## src/rtl/core/asg_pkg.sv

```systemverilog
// Shared types, register codes and fixed-point helpers for the spike generator.
package asg_pkg;

    localparam int FIB_IDX_W   = 6;
    localparam int FIB_IDX_LIM = 2 ** FIB_IDX_W;
    localparam int CFG_IDX_W   = 3;
    localparam int CFG_DATA_W  = 32;
    localparam int TALLY_W     = 7;

    localparam logic [TALLY_W-1:0] TALLY_MAX = 7'd127;
    localparam logic [15:0]        TICK_MAX  = 16'hFFFF;
    localparam logic [55:0]        Q24_HALF  = 56'h80_0000;

    typedef enum logic [CFG_IDX_W-1:0] {
        CFG_DIRECT_DRIVE = 3'd0,
        CFG_SAMPLE_SCALE = 3'd1,
        CFG_REFRACTORY   = 3'd2,
        CFG_PULSE_TICKS  = 3'd3,
        CFG_FIRST_A      = 3'd4,
        CFG_FIRST_B      = 3'd5,
        CFG_DECAY_A      = 3'd6,
        CFG_DECAY_B      = 3'd7
    } t_cfg_idx;

    typedef struct packed {
        logic        direct_drive;
        logic [23:0] sample_scale;
        logic [15:0] refractory_ticks;
        logic [7:0]  pulse_ticks;
        logic [31:0] first_term_a;
        logic [31:0] first_term_b;
        logic [23:0] decay_factor_a;
        logic [23:0] decay_factor_b;
    } t_cfg;

    localparam t_cfg CFG_RESET = '{
        direct_drive:     1'b1,
        sample_scale:     24'd168,
        refractory_ticks: 16'd75,
        pulse_ticks:      8'd1,
        first_term_a:     32'd83,
        first_term_b:     32'd84,
        decay_factor_a:   24'd16610284,
        decay_factor_b:   24'd16763800
    };

    // One memory entry per fibre.
    typedef struct packed {
        logic [15:0] ticks;
        logic [7:0]  pulse_left;
        logic [31:0] fast_term;
        logic [31:0] slow_term;
    } t_fib_state;

    // Status from the update stage back to the control logic.
    typedef struct packed {
        logic pulsing;
    } t_upd_flags;

    // Q0.24 scaling with round to nearest, halves up.
    function automatic logic [31:0] q24_scale(input logic [31:0] x, input logic [23:0] f);
        logic [55:0] prod;
        prod = {24'd0, x} * {32'd0, f};
        prod = prod + Q24_HALF;
        return prod[55:24];
    endfunction

endpackage

```

## src/rtl/core/asg_fibre_update.sv

```systemverilog
// Per-fibre threshold, spike and pulse update for one item.
module asg_fibre_update
    import asg_pkg::*;
(
    input  t_cfg        i_cfg,
    input  t_fib_state  i_state,
    input  logic        i_fresh,
    input  logic        i_in_range,
    input  logic [31:0] i_drive,
    input  logic [23:0] i_random_value,
    output t_fib_state  o_state,
    output t_upd_flags  o_flags
);

    logic [16:0] fresh_ticks;
    t_fib_state  base;
    logic        eligible;
    logic [33:0] bar;
    logic        spike;
    logic [7:0]  pulse1;
    logic [15:0] ticks1;
    logic        pulsing;

    always_comb begin
        // Load a fibre seen for the first time as if just reset.
        fresh_ticks = {1'b0, i_cfg.refractory_ticks} + 17'd1;
        base        = i_state;
        if (i_fresh) begin
            base.ticks      = fresh_ticks[16] ? TICK_MAX : fresh_ticks[15:0];
            base.pulse_left = 8'd0;
            base.fast_term  = i_cfg.first_term_a;
            base.slow_term  = i_cfg.first_term_b;
        end

        eligible = base.ticks > i_cfg.refractory_ticks;
        bar      = {2'b00, base.fast_term} + {2'b00, base.slow_term}
                 + {10'd0, i_random_value};
        spike    = eligible && ({2'b00, i_drive} > bar);

        o_state = base;
        pulse1  = base.pulse_left;
        ticks1  = base.ticks;
        if (spike) begin
            ticks1            = 16'd0;
            pulse1            = (i_cfg.pulse_ticks == 8'd0) ? 8'd1 : i_cfg.pulse_ticks;
            o_state.fast_term = i_cfg.first_term_a;
            o_state.slow_term = i_cfg.first_term_b;
        end else if (eligible) begin
            o_state.fast_term = q24_scale(base.fast_term, i_cfg.decay_factor_a);
            o_state.slow_term = q24_scale(base.slow_term, i_cfg.decay_factor_b);
        end

        pulsing            = i_in_range && (pulse1 != 8'd0);
        o_state.pulse_left = pulsing ? pulse1 - 8'd1 : pulse1;
        o_state.ticks      = (ticks1 == TICK_MAX) ? ticks1 : ticks1 + 16'd1;

        o_flags.pulsing = pulsing;
    end

endmodule

```

## config.mk

```make
export PLATFORM = sky130hd
export DESIGN_NAME = asg_fibre_update
export DESIGN_NICKNAME = d
export VERILOG_FILES = /design/src/rtl/core/asg_pkg.sv /design/src/rtl/core/asg_fibre_update.sv
export SDC_FILE = /design/constraint.sdc
export NUM_CORES = 2
export LEC_CHECK = 0
export ABC_CLOCK_PERIOD_IN_PS = 19700
export BUFFER_PORTS_ARGS = -buffer_cell sky130_fd_sc_hd__buf_2
export CAP_MARGIN = 20
export CORE_ASPECT_RATIO = 1.1
export CORE_MARGIN = 3
export CORE_UTILIZATION = 45
export DETAILED_ROUTE_END_ITERATION = 8
export PLACE_DENSITY = 0.61
export SYNTH_ARGS = -nofsm -noshare
export SYNTH_HDL_FRONTEND = slang
export SYNTH_SLANG_ARGS = --single-unit
```

## constraint.sdc

```tcl
create_clock -name vclk -period 19.7
set_input_delay 3.94 -clock vclk [all_inputs]
set_output_delay 3.94 -clock vclk [all_outputs]
set_load 0.005 [all_outputs]
```

==> flow_summary_export.csv <==
group,metric,value,unit
global_route,grt_usage,30.1,%
setup_path,crit_path_end,"o_state[87]",
finish,nClkBuffers,0,
synthesis,synthTopCellsByCount,"inv_1, fa_1, nand2_1",
finish,nFillCells,12100,
sta,setup_viol,0,
setup_path,cp_slowest_cell,"a2111oi_4",
cts,cts_resized,0,
sta,tns,0,ps
setup_path,required,15760,ps
status,status,"finished, final reports clean",
synthesis,syn_inst,6421,
sta,maxSlewViolCount,0,
synthesis,ys_types,74,
setup_path,cp-end-kind,"primary output",
synthesis,ys_top_cells_by_area,"fa_1, ha_1, inv_1",
routing,wire_per_inst,23.0,um
routing,routed-via-count,44500,
sta,fin_crit_sh,92.9,%
global_route,grt_overflow,0,
global_route,antenna_found_initial,26,
global_route,grt_max_degree,78,
routing,totalWireLength,188000,um
hold_path,hp-class,"primary input to primary output",
placement,gp_congestion,0.943,
synthesis,yosysSeqAreaShare,0,%
global_route,grt_pass1_wl,291000,um
setup_path,startpoint,"i_fresh",
die,core-area,122000,um^2
synthesis,syn_area,55300,um^2
die,dieArea,127000,um^2
setup_path,startpoint_type,"primary input",
synthesis,ys_warn_count,0,
die,rows,134,
routing,drt-pass1-iter-count,5,
routing,drtIter0Drc,2764,
sta,worstMarginPinSlew,1140,ps
routing,detail-route-antenna-nets,0,
synthesis,yosys.area.top_type,"fa_1",
finish,seq_cells,0,
setup_path,worstPathMaxFanout,44,
sta,hold_slack,8220,ps
cts,postCtsSetupRepairBufs,0,
job,cap_violations,0,
setup_path,arrival,14370,ps
sta,relSlewSlack,24.2,%
cts,holdBufCountCts,0,
synthesis,avgSynthCellArea,8.61,um^2
global_route,first_global_vias,48400,
sta,fin_crit,18310,ps
finish,drive_gt1_share,8.10,%
finish,regArea,0,um^2
placement,io_buffers,371,
finish,areaGrowthSynthToFinish,5.88,%
sta,final_hold_viol_count,0,
routing,drc,0,
synthesis,yosysMostFrequentCell,"inv_1",
routing,viasPerCell,5.45,
die,start_util,45.5,%
synthesis,syn_nets,8572,
die,die_y,374,um
placement,dp_hpwl,143000,um
sta,fmax,54.6,MHz
setup_path,worst-setup-path-type,"primary input to primary output",
setup_path,cpPeakStageDelay,770,ps
finish,nets,8686,
sta,rsz0062_at_grt,"no",
synthesis,synth_top_cell_area_share,48.5,%
die,pin_count,396,
die,dieWidth,340,um
## layout by cell type, fill, tap and decap left out, types with 16 or more instances in the layout
| cell type | instances |
|---|---|
| a211oi_1 | 17 |
| a21o_1 | 70 |
| a21oi_1 | 167 |
| a31oi_1 | 51 |
| and2_1 | 765 |
| and3_1 | 17 |
| buf_2 | 370 |
| buf_4 | 72 |
| fa_1 | 1339 |
| ha_1 | 505 |
| inv_1 | 1480 |
| mux2_2 | 62 |
| nand2_1 | 926 |
| nand2b_1 | 16 |
| nand3_1 | 52 |
| nand4_1 | 37 |
| nor2_1 | 138 |
| nor3_1 | 31 |
| o21ai_0 | 77 |
| or3_1 | 17 |
| xnor2_1 | 68 |
| xor2_1 | 34 |
## cell type report
cell class / count / area [um^2] / area share, %
inverter: 1480 / 5560 / 9.50
timing repair buffer: 444 / 2410 / 4.12
tap: 1632 / 2040 / 3.49
antenna: 11 / 27.5 / 0.0470
multi-input combinational: 4609 / 48500 / 82.8
## through the flow
stage	setup slack [ps]	instances	instance area (um^2)	utilization, %
floorplan	3020	6421	55300	-
global placement	1780	8161	58400	48.1
detailed placement	1650	8161	58400	48.1
CTS	1620	8161	58400	48.1
global route	871	8167	58500	48.1
finish	1390	8176	58500	48.1
## worst min-delay path by stage
| stage | from | end | slack (ps) | cells past startpoint |
|---|---|---|---|---|
| floorplan | i_cfg[93] | o_state[45] | 8000 | 1 |
| global placement | i_cfg[71] | o_state[23] | 8220 | 4 |
| detailed placement | i_cfg[49] | o_state[1] | 8220 | 4 |
| CTS | i_cfg[49] | o_state[1] | 8220 | 4 |
| global route | i_cfg[53] | o_state[5] | 8240 | 4 |
| finish | i_cfg[49] | o_state[1] | 8220 | 4 |
## critical path, delay by kind of cell
kind / cells / cell delay, ps
AND/OR/NAND/NOR: 11 / 3710
AO/OA/AOI/OAI: 9 / 3390
adder cells (fa/ha/maj): 4 / 1350
buffers and inverters: 3 / 1300
multiplexers: 1 / 490
XOR/XNOR: 1 / 130
## cell families (layout without fill, tap and decap cells)
logic type      after synthesis  count (layout)  synth area share (%)
xor+xnor                    102             102                  1.62
buf+inv                    1812            1924                  12.3
simple gates               2062            2062                  18.4
fa+ha+maj                  1844            1844                  59.9
mux                          75              75                  1.50
compound gates              526             526                  6.16
other cells                   0              11                     0
## metal layers
layer	up-vias	wire length [um]	global-route usage [%]
li1	19400	-	-
met1	22900	76900	39.9
met2	1850	86000	49.1
met3	409	16700	5.98
met4	24	8530	10.7
met5	-	156	0
Power is not shown: default switching activity piles up to over one toggle a cycle in this logic, so the estimate is an artifact.
